File: config.mk
export PLATFORM = sky130hd
export DESIGN_NAME = dht_probe_ctrl
export DESIGN_NICKNAME = d
export VERILOG_FILES = /design/src/rtl/core/dht_pkg.sv /design/src/rtl/core/dht_probe_ctrl.sv
export SDC_FILE = /design/constraint.sdc
export NUM_CORES = 1
export LEC_CHECK = 0
export ABC_AREA = 1
export BUFFER_PORTS_ARGS = -buffer_cell sky130_fd_sc_hd__buf_4
export CORE_MARGIN = 2
export CORE_UTILIZATION = 42
export CTS_CLUSTER_SIZE = 40
export DETAILED_ROUTE_END_ITERATION = 6
export PLACE_DENSITY = 0.83
export RECOVER_POWER = 25
export SKIP_CTS_REPAIR_TIMING = 1
export SLEW_MARGIN = 20
export SYNTH_ARGS = -nofsm -noshare
export SYNTH_HDL_FRONTEND = slang
export SYNTH_SLANG_ARGS = --single-unit
export TNS_END_PERCENT = 5
File: constraint.sdc
create_clock -name clk -period 3.35 [get_ports clk]
set_input_delay 0.335 -clock clk [delete_from_list [all_inputs] [get_ports clk]]
set_output_delay 0.335 -clock clk [all_outputs]
set_load 0.1 [all_outputs]
File: src/rtl/core/dht_pkg.sv
// Shared types, constants and hash function of the double hashing table.
package dht_pkg;

  localparam int SLOT_BITS   = 10;
  localparam int TABLE_SLOTS = 1 << SLOT_BITS;
  localparam int KEY_BITS    = 32;
  localparam int VALUE_BITS  = 32;
  localparam int HASH_MULT   = 31;

  localparam int IN_TDATA_BITS   = 64;
  localparam int OUT_TDATA_BITS  = 48;
  localparam int OUT_TUSER_BITS  = 2;
  localparam int SLOT_OUT_BITS   = 10;
  localparam int FOUND_BITS      = 32;

  localparam logic FUNC_INSERT = 1'b0;
  localparam logic FUNC_LOOKUP = 1'b1;

  typedef logic [SLOT_BITS-1:0]     slot_t;
  typedef logic [SLOT_BITS:0]       count_t;
  typedef logic [KEY_BITS-1:0]      key_t;
  typedef logic [VALUE_BITS-1:0]    value_t;
  typedef logic [FOUND_BITS-1:0]    found_t;
  typedef logic [SLOT_OUT_BITS-1:0] slot_out_t;

  typedef enum logic [1:0] {
    ST_OK   = 2'd0,
    ST_MISS = 2'd1,
    ST_FULL = 2'd2
  } status_t;

  typedef enum logic [1:0] {
    S_CLEAR,
    S_IDLE,
    S_PROBE
  } state_t;

  typedef struct packed {
    logic   valid;
    key_t   key;
    value_t value;
  } slot_word_t;

  typedef struct packed {
    logic       we;
    slot_t      waddr;
    slot_word_t wdata;
    slot_t      raddr;
  } mem_req_t;

  typedef struct packed {
    logic      valid;
    status_t   status;
    found_t    found_value;
    slot_out_t slot_index;
  } result_t;

  // Probe stride: 31*key with 32-bit wrap, made odd.
  function automatic key_t step_hash(key_t k);
    key_t v;
    v = key_t'(k * key_t'(HASH_MULT));
    if (!v[0]) begin
      v = v - key_t'(1);
    end
    return v;
  endfunction

  // Reported slot number, taken modulo 1024.
  function automatic slot_out_t slot_out(slot_t s);
    logic [31:0] w;
    w = 32'(s);
    return w[SLOT_OUT_BITS-1:0];
  endfunction

endpackage

File: src/rtl/core/dht_probe_ctrl.sv
// Probe sequencer: clearing sweep, probe walk, read-modify-write of slots.
module dht_probe_ctrl (
  input  logic                 clk,
  input  logic                 rst,
  input  logic                 in_valid,
  output logic                 in_ready,
  input  logic                 in_func,
  input  dht_pkg::key_t        in_key,
  input  dht_pkg::value_t      in_value,
  input  dht_pkg::slot_word_t  rd_data,
  output dht_pkg::mem_req_t    mem_req,
  output dht_pkg::result_t     res,
  input  logic                 res_ready
);

  dht_pkg::state_t   state, state_next;
  dht_pkg::slot_t    clr_idx;
  dht_pkg::count_t   count;
  logic              func;
  dht_pkg::key_t     key;
  dht_pkg::value_t   value;
  dht_pkg::key_t     h2;
  dht_pkg::key_t     pos;
  dht_pkg::slot_t    probe;

  dht_pkg::key_t     next_pos;
  dht_pkg::slot_t    cur_slot;
  logic              fin;
  logic              wr;
  logic              last_probe;
  dht_pkg::status_t  fin_status;
  dht_pkg::found_t   fin_value;
  dht_pkg::slot_out_t fin_slot;

  assign next_pos   = pos + h2;
  assign cur_slot   = pos[dht_pkg::SLOT_BITS-1:0];
  assign last_probe = (probe == '1);

  // Decide on the slot word just read for the current probe.
  always_comb begin
    fin        = 1'b0;
    wr         = 1'b0;
    fin_status = dht_pkg::ST_OK;
    fin_value  = '0;
    fin_slot   = '0;
    if (func == dht_pkg::FUNC_INSERT) begin
      if (count[dht_pkg::SLOT_BITS]) begin
        fin        = 1'b1;
        fin_status = dht_pkg::ST_FULL;
      end else if (!rd_data.valid) begin
        fin        = 1'b1;
        wr         = 1'b1;
        fin_slot   = dht_pkg::slot_out(cur_slot);
      end else if (last_probe) begin
        fin        = 1'b1;
        fin_status = dht_pkg::ST_FULL;
      end
    end else begin
      if (!rd_data.valid) begin
        fin        = 1'b1;
        fin_status = dht_pkg::ST_MISS;
      end else if (rd_data.key == key) begin
        fin        = 1'b1;
        fin_value  = dht_pkg::found_t'(rd_data.value);
        fin_slot   = dht_pkg::slot_out(cur_slot);
      end else if (last_probe) begin
        fin        = 1'b1;
        fin_status = dht_pkg::ST_MISS;
      end
    end
  end

  always_comb begin
    state_next = state;
    case (state)
      dht_pkg::S_CLEAR: begin
        if (clr_idx == '1) begin
          state_next = dht_pkg::S_IDLE;
        end
      end
      dht_pkg::S_IDLE: begin
        if (in_valid) begin
          state_next = dht_pkg::S_PROBE;
        end
      end
      dht_pkg::S_PROBE: begin
        if (fin && res_ready) begin
          state_next = dht_pkg::S_IDLE;
        end
      end
      default: state_next = dht_pkg::S_CLEAR;
    endcase
  end

  always_comb begin
    in_ready            = 1'b0;
    mem_req.we          = 1'b0;
    mem_req.waddr       = cur_slot;
    mem_req.wdata.valid = 1'b1;
    mem_req.wdata.key   = key;
    mem_req.wdata.value = value;
    mem_req.raddr       = cur_slot;
    res.valid           = 1'b0;
    res.status          = fin_status;
    res.found_value     = fin_value;
    res.slot_index      = fin_slot;
    case (state)
      dht_pkg::S_CLEAR: begin
        mem_req.we    = 1'b1;
        mem_req.waddr = clr_idx;
        mem_req.wdata = '0;
      end
      dht_pkg::S_IDLE: begin
        in_ready      = 1'b1;
        mem_req.raddr = in_key[dht_pkg::SLOT_BITS-1:0];
      end
      dht_pkg::S_PROBE: begin
        res.valid  = fin;
        mem_req.we = fin && res_ready && wr;
        // Re-read the current slot while stalled so the word stays valid.
        mem_req.raddr = fin ? cur_slot : next_pos[dht_pkg::SLOT_BITS-1:0];
      end
      default: begin
        mem_req.we = 1'b0;
      end
    endcase
  end

  always_ff @(posedge clk) begin
    if (rst) begin
      state   <= dht_pkg::S_CLEAR;
      clr_idx <= '0;
      count   <= '0;
    end else begin
      state <= state_next;
      if (state == dht_pkg::S_CLEAR) begin
        clr_idx <= clr_idx + dht_pkg::slot_t'(1);
      end
      if (mem_req.we && state == dht_pkg::S_PROBE) begin
        count <= count + dht_pkg::count_t'(1);
      end
    end
  end

  always_ff @(posedge clk) begin
    if (state == dht_pkg::S_IDLE && in_valid) begin
      func  <= in_func;
      key   <= in_key;
      value <= in_value;
      h2    <= dht_pkg::step_hash(in_key);
      pos   <= in_key;
      probe <= '0;
    end else if (state == dht_pkg::S_PROBE && !fin) begin
      pos   <= next_pos;
      probe <= probe + dht_pkg::slot_t'(1);
    end
  end

endmodule

==> results.txt, run 1 <==
status -> complete, no violations
TritonCTS Sinks -> 118
Worst-Margin Slew -> 0.745 ns
first-pass GRT wire length -> 33600 um
Port Buffer Count -> 265
hold endpoint -> key[13]$_DFFE_PP_
Setup crit end kind -> flip-flop
post-route DRC violation count -> 0
H-Tree Depth -> 4
dpl hpwl -> 17300 um
kind of cell adding the most delay to the critical path -> adder cells
initial antenna violation count -> 0
critical path type -> in -> reg
detailed-route via count -> 7374
required time of the critical path -> 3.52 ns
Hold Crit Depth -> 1
Max Cap Violations -> 0
synthesized cell area -> 7540 sq um
Post-Synth XOR/XNOR Area -> 6.16%
Final Instance Area -> 10700 sq um
area fraction in compound gates after synthesis -> 6.92%
syn_area_per_cell -> 7.79 sq um
internal reg-to-reg setup slack -> 0.94 ns
Leak -> 5.33 nW
gpl congestion -> 0.943
Tot GR Track Use -> 23.2%
root buffer cell -> clkbuf_16
Post-DP Area -> 10100 sq um
slowest stage delay, CP -> 0.53 ns
antenna cells -> 0
Routed WL -> 22600 um
final hold violation count -> 0
worst reg2reg path depth -> 7
worst-path maximum fanout -> 4
Yosys reg bits -> 118
Tcrit/Tclk final -> 97.5%
Sum Neg Setup Slack -> 0 ns
worst-skew pair later-pin latency -> 0.42 ns
synthesized instance count -> 968
largest family of logic cells by synthesized area -> simple AND/OR/NAND/NOR gates
Simple-Gate Fraction of Synth Area -> 23.7%
Vias/cell -> 4.89
CP most frequent cell -> fa_1
Cell Pwr Density -> 931 nW/um^2
Post-Synth Adder-Cell Area -> 8.83%
fin. max-slew vios -> 0
CTS Buf Count -> 17
largest net degree at the start of global routing -> 43
min cycle time layout -> 3.27 ns
worst reg2reg endpoint -> count[3]$_SDFFE_PP0P_
DRT iter0 DRCs -> 598
nets -> 1446
Yosys cell types -> 40
clock skew -> 0.0198 ns
Worst path slowest cell -> fa_1
clk buf depth -> 2
Syn. warnings -> 0
layout cells sized above 1 -> 29.3%
Die H -> 138 um
global route overflow -> 0
Die Footprint -> 19000 sq um
vias in the first global route -> 6711
setup violators final -> 0
CTS tree -> yes
Rel. slew slack -> 50.4%
worst min path class -> in -> reg
Syn Nets -> 1145
Hold Startpoint -> in_key[13]
CORE AREA -> 17400 sq um
fmax -> 0.306 GHz
router iterations before antenna repair -> 5
WP buf/inv -> 6
crit path cell chain -> buf_4 -> clkinvlp_4 -> fa_1 -> inv_1 -> fa_1 -> inv_1 -> fa_1 -> inv_2 -> ha_4 -> a21oi_4 -> o211ai_1 -> xor2_1 -> or2_4 -> nor2_4 -> inv_2 -> nand2_1 -> nand2_1
Layout area overhead -> 42.1%
startpoint types -> primary input
sequential-to-total area share from yosys stat -> 42.6%
worst r2r src -> state[0]$_SDFFE_PP0P_
Worst VDD drop -> 654 uV
WP data arrival -> 3.43 ns
antenna viol nets, final -> 0
clock-pin slew on the worst setup and hold paths -> 0.07 ns
Ports -> 266
post-synthesis mux area share -> 0%
Chip Width -> 138 um
cell row count -> 48
wire per inst -> 15.0 um
Initial Util -> 43.3%
[power by group]
group | switching [mW] | leakage (nW) | internal [mW]
clock | 0.702 | 0.266 | 1.05
combinational | 4.74 | 4.03 | 1.53
sequential | 0.121 | 1.04 | 1.83
total | 5.56 | 5.33 | 4.41
[per-layer routing]
layer	global-route usage, %	wire, um	vias up
met5	0	0	-
met4	10.8	947	0
met3	4.35	1520	55
met2	42.3	11600	293
met1	26.0	8610	3415
li1	-	-	3611
[worst reg2reg max path, stage by stage, from the launching register on]
cell,delay [ns]
dfxtp_1,0.34
inv_1,0.10
ha_1,0.65
inv_1,0.18
a21oi_2,0.48
nand4_1,0.25
o21ai_0,0.24
a21oi_1,0.06
[placed cells by master (no fill, tap or decap), drive strengths merged]
master,instances
a31oi,3
conb,1
nor2,141
dfxtp,33
and3,2
nand3b,1
nand2,212
nand4,19
a211oi,1
a21oi,52
fa,17
clkinv,8
nand3,32
xnor2,35
nor3b,1
or2,2
bufinv,1
o21bai,2
edfxtp,85
clkinvlp,5
xor2,18
a21o,1
buf,249
o21a,3
o211ai,1
o22ai,1
o31ai,1
clkbuf,78
nor3,20
inv,204
ha,26
o21ai,27
[sequential cells by signal, indices dropped and copies added, names as in the netlist]
register,cells
func,1
count,11
value,32
pos,10
clr_idx,10
h2,10
probe,10
key,32
state,2
[metrics by stage]
step                instances  hold WS, ns  setup WS (ns)  total power, mW  utilization, %
floorplan                 968        0.411         -0.209             6.64               -
global placement         1472        0.465         -0.393             8.02            57.7
detailed placement       1472        0.476         -0.461             8.11            57.7
CTS                      1504       0.0714        -0.0178             9.88            61.0
global route             1507       0.0907        -0.0393             10.4            61.5
finish                   1507        0.105         0.0831             9.97            61.5
[Yosys cell counts (all sizes together)]
master  instances  share of area [%]
a21oi          52                3.9
nand3b          1               0.10
clkbuf         13               0.65
buf            13               0.93
or2             2               0.17
ha             26                4.3
xor2           18                2.1
o21bai          2               0.20
a21o            1               0.10
nor2          141                7.0
o31ai           1               0.10
o21a            3               0.30
a211oi          1               0.10
nand3          32                2.4
fa             17                4.5
o21ai          27                1.8
edfxtp         85                 34
nand4          19                1.7
nor3           20                1.5
nor3b           1               0.10
nand2         212                 11
o211ai          1               0.10
o22ai           1              0.083
clkinv          1              0.050
conb            1              0.050
xnor2          35                4.1
dfxtp          33                8.8
a31oi           3               0.25
and3            2               0.17
inv           204                 10
[cells by family (layout without fill, tap and decap cells)]
kind of cell             count (synthesis)  count (layout)
AND/OR/NAND/NOR                        430             430
buffers and inverters                  231             545
flip-flops                             118             118
AO/OA/AOI/OAI                           92              92
XOR/XNOR                                53              53
adder cells (fa/ha/maj)                 43              43
other                                    1               1
[how the worst max path moves through the flow]
stage               from         endpoint  slack [ns]  cells after the start
4_1_cts        in_key[3]  h2[9]$_DFFE_PP_       -0.02                     19
3_5_place_dp   in_key[3]  h2[9]$_DFFE_PP_       -0.46                     19
3_3_place_gp   in_key[3]  h2[9]$_DFFE_PP_       -0.39                     19
6_report       in_key[3]  h2[9]$_DFFE_PP_        0.08                     17
5_1_grt        in_key[2]  h2[9]$_DFFE_PP_       -0.04                     19
2_1_floorplan  in_key[2]  h2[9]$_DFFE_PP_       -0.21                     18
[layout make-up]
cell class | count | area (sq um)
multi-input cells | 619 | 3540
repair buffers | 308 | 2330
flip-flops and latches | 118 | 3210
inverters | 205 | 774
clock inverters | 13 | 126
well taps | 225 | 282
clock buffers | 19 | 443
fillers | 1501 | 6700
Note: power is estimated with default switching activity, not from simulation.
==> inputs of run 2 (changes only) <==
--- a/config.mk
+++ b/config.mk
@@ -5,13 +5,12 @@
 export SDC_FILE = /design/constraint.sdc
 export NUM_CORES = 1
 export LEC_CHECK = 0
-export ABC_AREA = 1
 export BUFFER_PORTS_ARGS = -buffer_cell sky130_fd_sc_hd__buf_4
 export CORE_MARGIN = 2
 export CORE_UTILIZATION = 42
 export CTS_CLUSTER_SIZE = 40
 export DETAILED_ROUTE_END_ITERATION = 6
-export PLACE_DENSITY = 0.83
+export PLACE_DENSITY = 0.81
 export RECOVER_POWER = 25
 export SKIP_CTS_REPAIR_TIMING = 1
 export SLEW_MARGIN = 20
==> constraint.sdc (replaced) <==
create_clock -name clk -period 3.1 [get_ports clk]
set_input_delay 0.31 -clock clk [delete_from_list [all_inputs] [get_ports clk]]
set_output_delay 0.31 -clock clk [all_outputs]
set_load 0.1 [all_outputs]
==> run 2 against run 1 <==
Against the previous run: the flow now finishes with violations (negative setup slack); via count shrank 11%; clock skew shrank 0.013 ns; synthesized cell count shrank 25%; worst hold slack lost 0.013 ns; final cell count shrank 16%; largest power group is now clock.
==> results.txt, run 2 <==
status -> finished, violations left
failing checks -> negative setup slack
Tot GR Track Use -> 24.1% (+0.95 points)
unrepaired setup endpoints after global routing -> yes
root buffer cell -> clkbuf_16
routed wl met3 -> 2020 um (+33%)
gpl congestion -> 0.888 (-5.8%)
FILL cells -> 1401 (-6.7%)
Final Instance Area -> 10800 sq um (+0.97%)
dpl hpwl -> 17000 um (-1.5%)
Post-synth EDFFs -> 85 (unchanged)
area fraction in compound gates after synthesis -> 8.87% (+1.9 points)
CTS Buf Count -> 17 (unchanged)
sequential-to-total area share from yosys stat -> 44.2% (+1.6 points)
detailed-route via count -> 6592 (-11%)
antenna viol nets, final -> 0 (unchanged)
Syn. warnings -> 0 (unchanged)
first-pass GRT wire length -> 33800 um (+0.60%)
Port Buffer Count -> 265 (unchanged)
Sw Pwr -> 1.35 mW (-76%)
Syn Nets -> 903 (-21%)
most frequent cells in the layout -> 224 x buf_4, 85 x edfxtp_1, 72 x nor2b_1
Highest Signal Layer -> met4
ranking of synthesized cells by area -> edfxtp_1 35%, dfxtp_1 9.1%, nor2b_1 6.5%, xor2_1 5.9%, fa_1 4.7%
synthesized instance count -> 726 (-25%)
Die Footprint -> 18400 sq um (-3.5%)
Worst VDD drop -> 371 uV (-43%)
slack of the critical path -> -0.325 ns (-0.408 ns)
Max Cap Violations -> 0 (unchanged)
vias in the first global route -> 6373 (-5.0%)
TritonCTS Sinks -> 118 (unchanged)
Die H -> 136 um (-1.8%)
worst-skew pair later-pin latency -> 0.41 ns (about the same)
largest family of logic cells by synthesized area -> simple AND/OR/NAND/NOR gates
min cycle time layout -> 3.42 ns
synthesized cell area -> 7270 sq um (-3.6%)
Rel. slew slack -> 56.4% (+6.1 points)
Yosys cell types -> 48 (+20%)
global route overflow -> 0 (unchanged)
final hold violation count -> 0 (unchanged)
Initial Util -> 42.5% (-0.84 points)
Simple-Gate Fraction of Synth Area -> 22.1% (-1.6 points)
worst min path class -> in -> reg
length of routed met2 wiring -> 11900 um (+2.8%)
Post-DP Area -> 9850 sq um (-2.0%)
Post-Synth XOR/XNOR Area -> 9.23% (+3.1 points)
cell row count -> 48 (unchanged)
layout cells sized above 1 -> 38.8% (+9.6 points)
nets -> 1205 (-17%)
Chip Width -> 136 um (-1.8%)
wire per inst -> 18.2 um (+21%)
Async SR Flop Fraction -> 0% (unchanged)
Layout area overhead -> 48.8%
worst-path maximum fanout -> 4 (unchanged)
DRT iter0 DRCs -> 535 (-11%)
startpoint types -> primary input
critical path type -> in -> reg
Worst-Margin Slew -> 0.654 ns (-0.0911 ns)
Ports -> 266 (unchanged)
clock skew -> 0.00729 ns (-0.0125 ns)
post-synthesis mux area share -> 2.38% (+2.4 points)
Tcrit/Tclk final -> 110%
CORE AREA -> 17100 sq um (-1.7%)
Non-Filler Instances -> 1266 (-16%)
top cells by count, synth -> 85 x edfxtp_1, 75 x nor2b_1, 59 x nand2_1, 54 x nor2_1, 49 x xor2_1
Sw Share -> 26.5% (-29 points)
clock-pin slew on the worst setup and hold paths -> 0.06 ns (about the same)
syn_area_per_cell -> 10.0 sq um (+28%)
wl on met1 -> 8520 um (-1.0%)
post-route DRC violation count -> 0 (unchanged)
WP data arrival -> 3.58 ns (+0.15 ns)
Pint -> 3.75 mW (-15%)
most common cell in the netlist -> edfxtp_1
clk buf depth -> 2 (unchanged)
Leak -> 4.62 nW (-13%)
Cell Pwr Density -> 471 nW/um^2 (-49%)
setup violators final -> 14 (+14)
Yosys top cell by area -> edfxtp_1
Yosys reg bits -> 118 (unchanged)
fmax -> 0.292 GHz
Post-Synth Adder-Cell Area -> 9.16% (+0.33 points)
ys flop type -> edfxtp_1
top-area cell type share of the netlist area -> 35.1% (+1.3 points)
most common cell after layout, fill and taps aside -> buf_4
Clock Power Share -> 40.5% (+23 points)
initial antenna violation count -> 1 (+1)
fin. max-slew vios -> 0 (unchanged)
router iterations before antenna repair -> 7 (+2)
required time of the critical path -> 3.26 ns (-0.26 ns)
CTS tree -> yes
H-Tree Depth -> 4 (unchanged)
antenna cells -> 0 (unchanged)
Setup crit end kind -> flip-flop
largest net degree at the start of global routing -> 45 (+4.7%)
Vias/cell -> 5.21 (+6.4%)
dpl ws -> -0.768 ns (-0.307 ns)
leading registers by flop count -> key (32), value (32), count (11)
Placed Cells -> 1233 (-16%)
Routed WL -> 23000 um (+1.9%)
Seq pwr share -> 33.9% (+14 points)
logic gate share of total power -> 25.5% (-37 points)
## run 2: critical path: stages
cell     delay (ns)
buf_8          0.10
fa_1           0.51
fa_1           0.54
inv_1          0.06
fa_1           0.51
inv_2          0.05
ha_4           0.23
a21o_1         0.21
a21oi_2        0.17
xnor2_2        0.09
or3_4          0.39
nor3_4         0.19
xnor3_1        0.22
## run 2: power by group through the flow
| stage | Clock [mW] | Combinational, mW | Sequential, mW |
|---|---|---|---|
| 2_1_floorplan | 0 | 0.643 | 1.76 |
| 3_3_place_gp | 0 | 1.03 | 1.76 |
| 3_5_place_dp | 0 | 1.07 | 1.76 |
| 4_1_cts | 2.09 | 1.08 | 1.73 |
| 5_1_grt | 2.16 | 1.39 | 1.73 |
| 6_report | 2.07 | 1.30 | 1.73 |
## run 2: final cells by class
cell class	count	area [sq um]	share of cell area [%]
Tap cell	225	282	2.60
Timing Repair Buffer	315	2580	23.9
Sequential cell	118	3210	29.7
Multi-Input combinational cell	534	3970	36.7
Inverter	42	159	1.47
Clock buffer	19	433	4.00
Clock inverter	13	180	1.67
## run 2: per-layer routing
| layer | up-vias | global-route usage (%) |
|---|---|---|
| li1 | 3104 | - |
| met1 | 3146 | 28.5 |
| met2 | 302 | 41.9 |
| met3 | 40 | 6.62 |
| met4 | 0 | 8.80 |
| met5 | - | 0 |
## run 2: cells by family after synthesis
kind of cell | after synthesis
other | 1
buffers and inverters | 74
AND/OR/NAND/NOR | 302
adder cells (fa/ha/maj) | 43
AO/OA/AOI/OAI | 97
XOR/XNOR | 75
flip-flops | 118
multiplexers | 16
## run 2: final timing paths
path,slack [ns],startpoint,end,cells past startpoint
max,-0.32,in_key[0],h2[9]$_DFFE_PP_,13
min,0.09,in_value[25],value[25]$_DFFE_PP_,1
max reg2reg,0.62,key[15]$_DFFE_PP_,probe[2]$_SDFFE_PP0P_,7
min reg2reg,0.49,count[9]$_SDFFE_PP0P_,count[9]$_SDFFE_PP0P_,2
## run 2: through the flow
stage	setup TNS, ns	hold slack (ns)	total power [mW]	utilization [%]
2_1_floorplan	-4.30	0.409	2.40	-
3_3_place_gp	-2.83	0.456	2.80	57.6
3_5_place_dp	-3.09	0.485	2.83	57.6
4_1_cts	-11.14	0.0589	4.90	61.1
5_1_grt	-2.74	0.0775	5.28	63.2
6_report	-1.56	0.0914	5.10	63.2
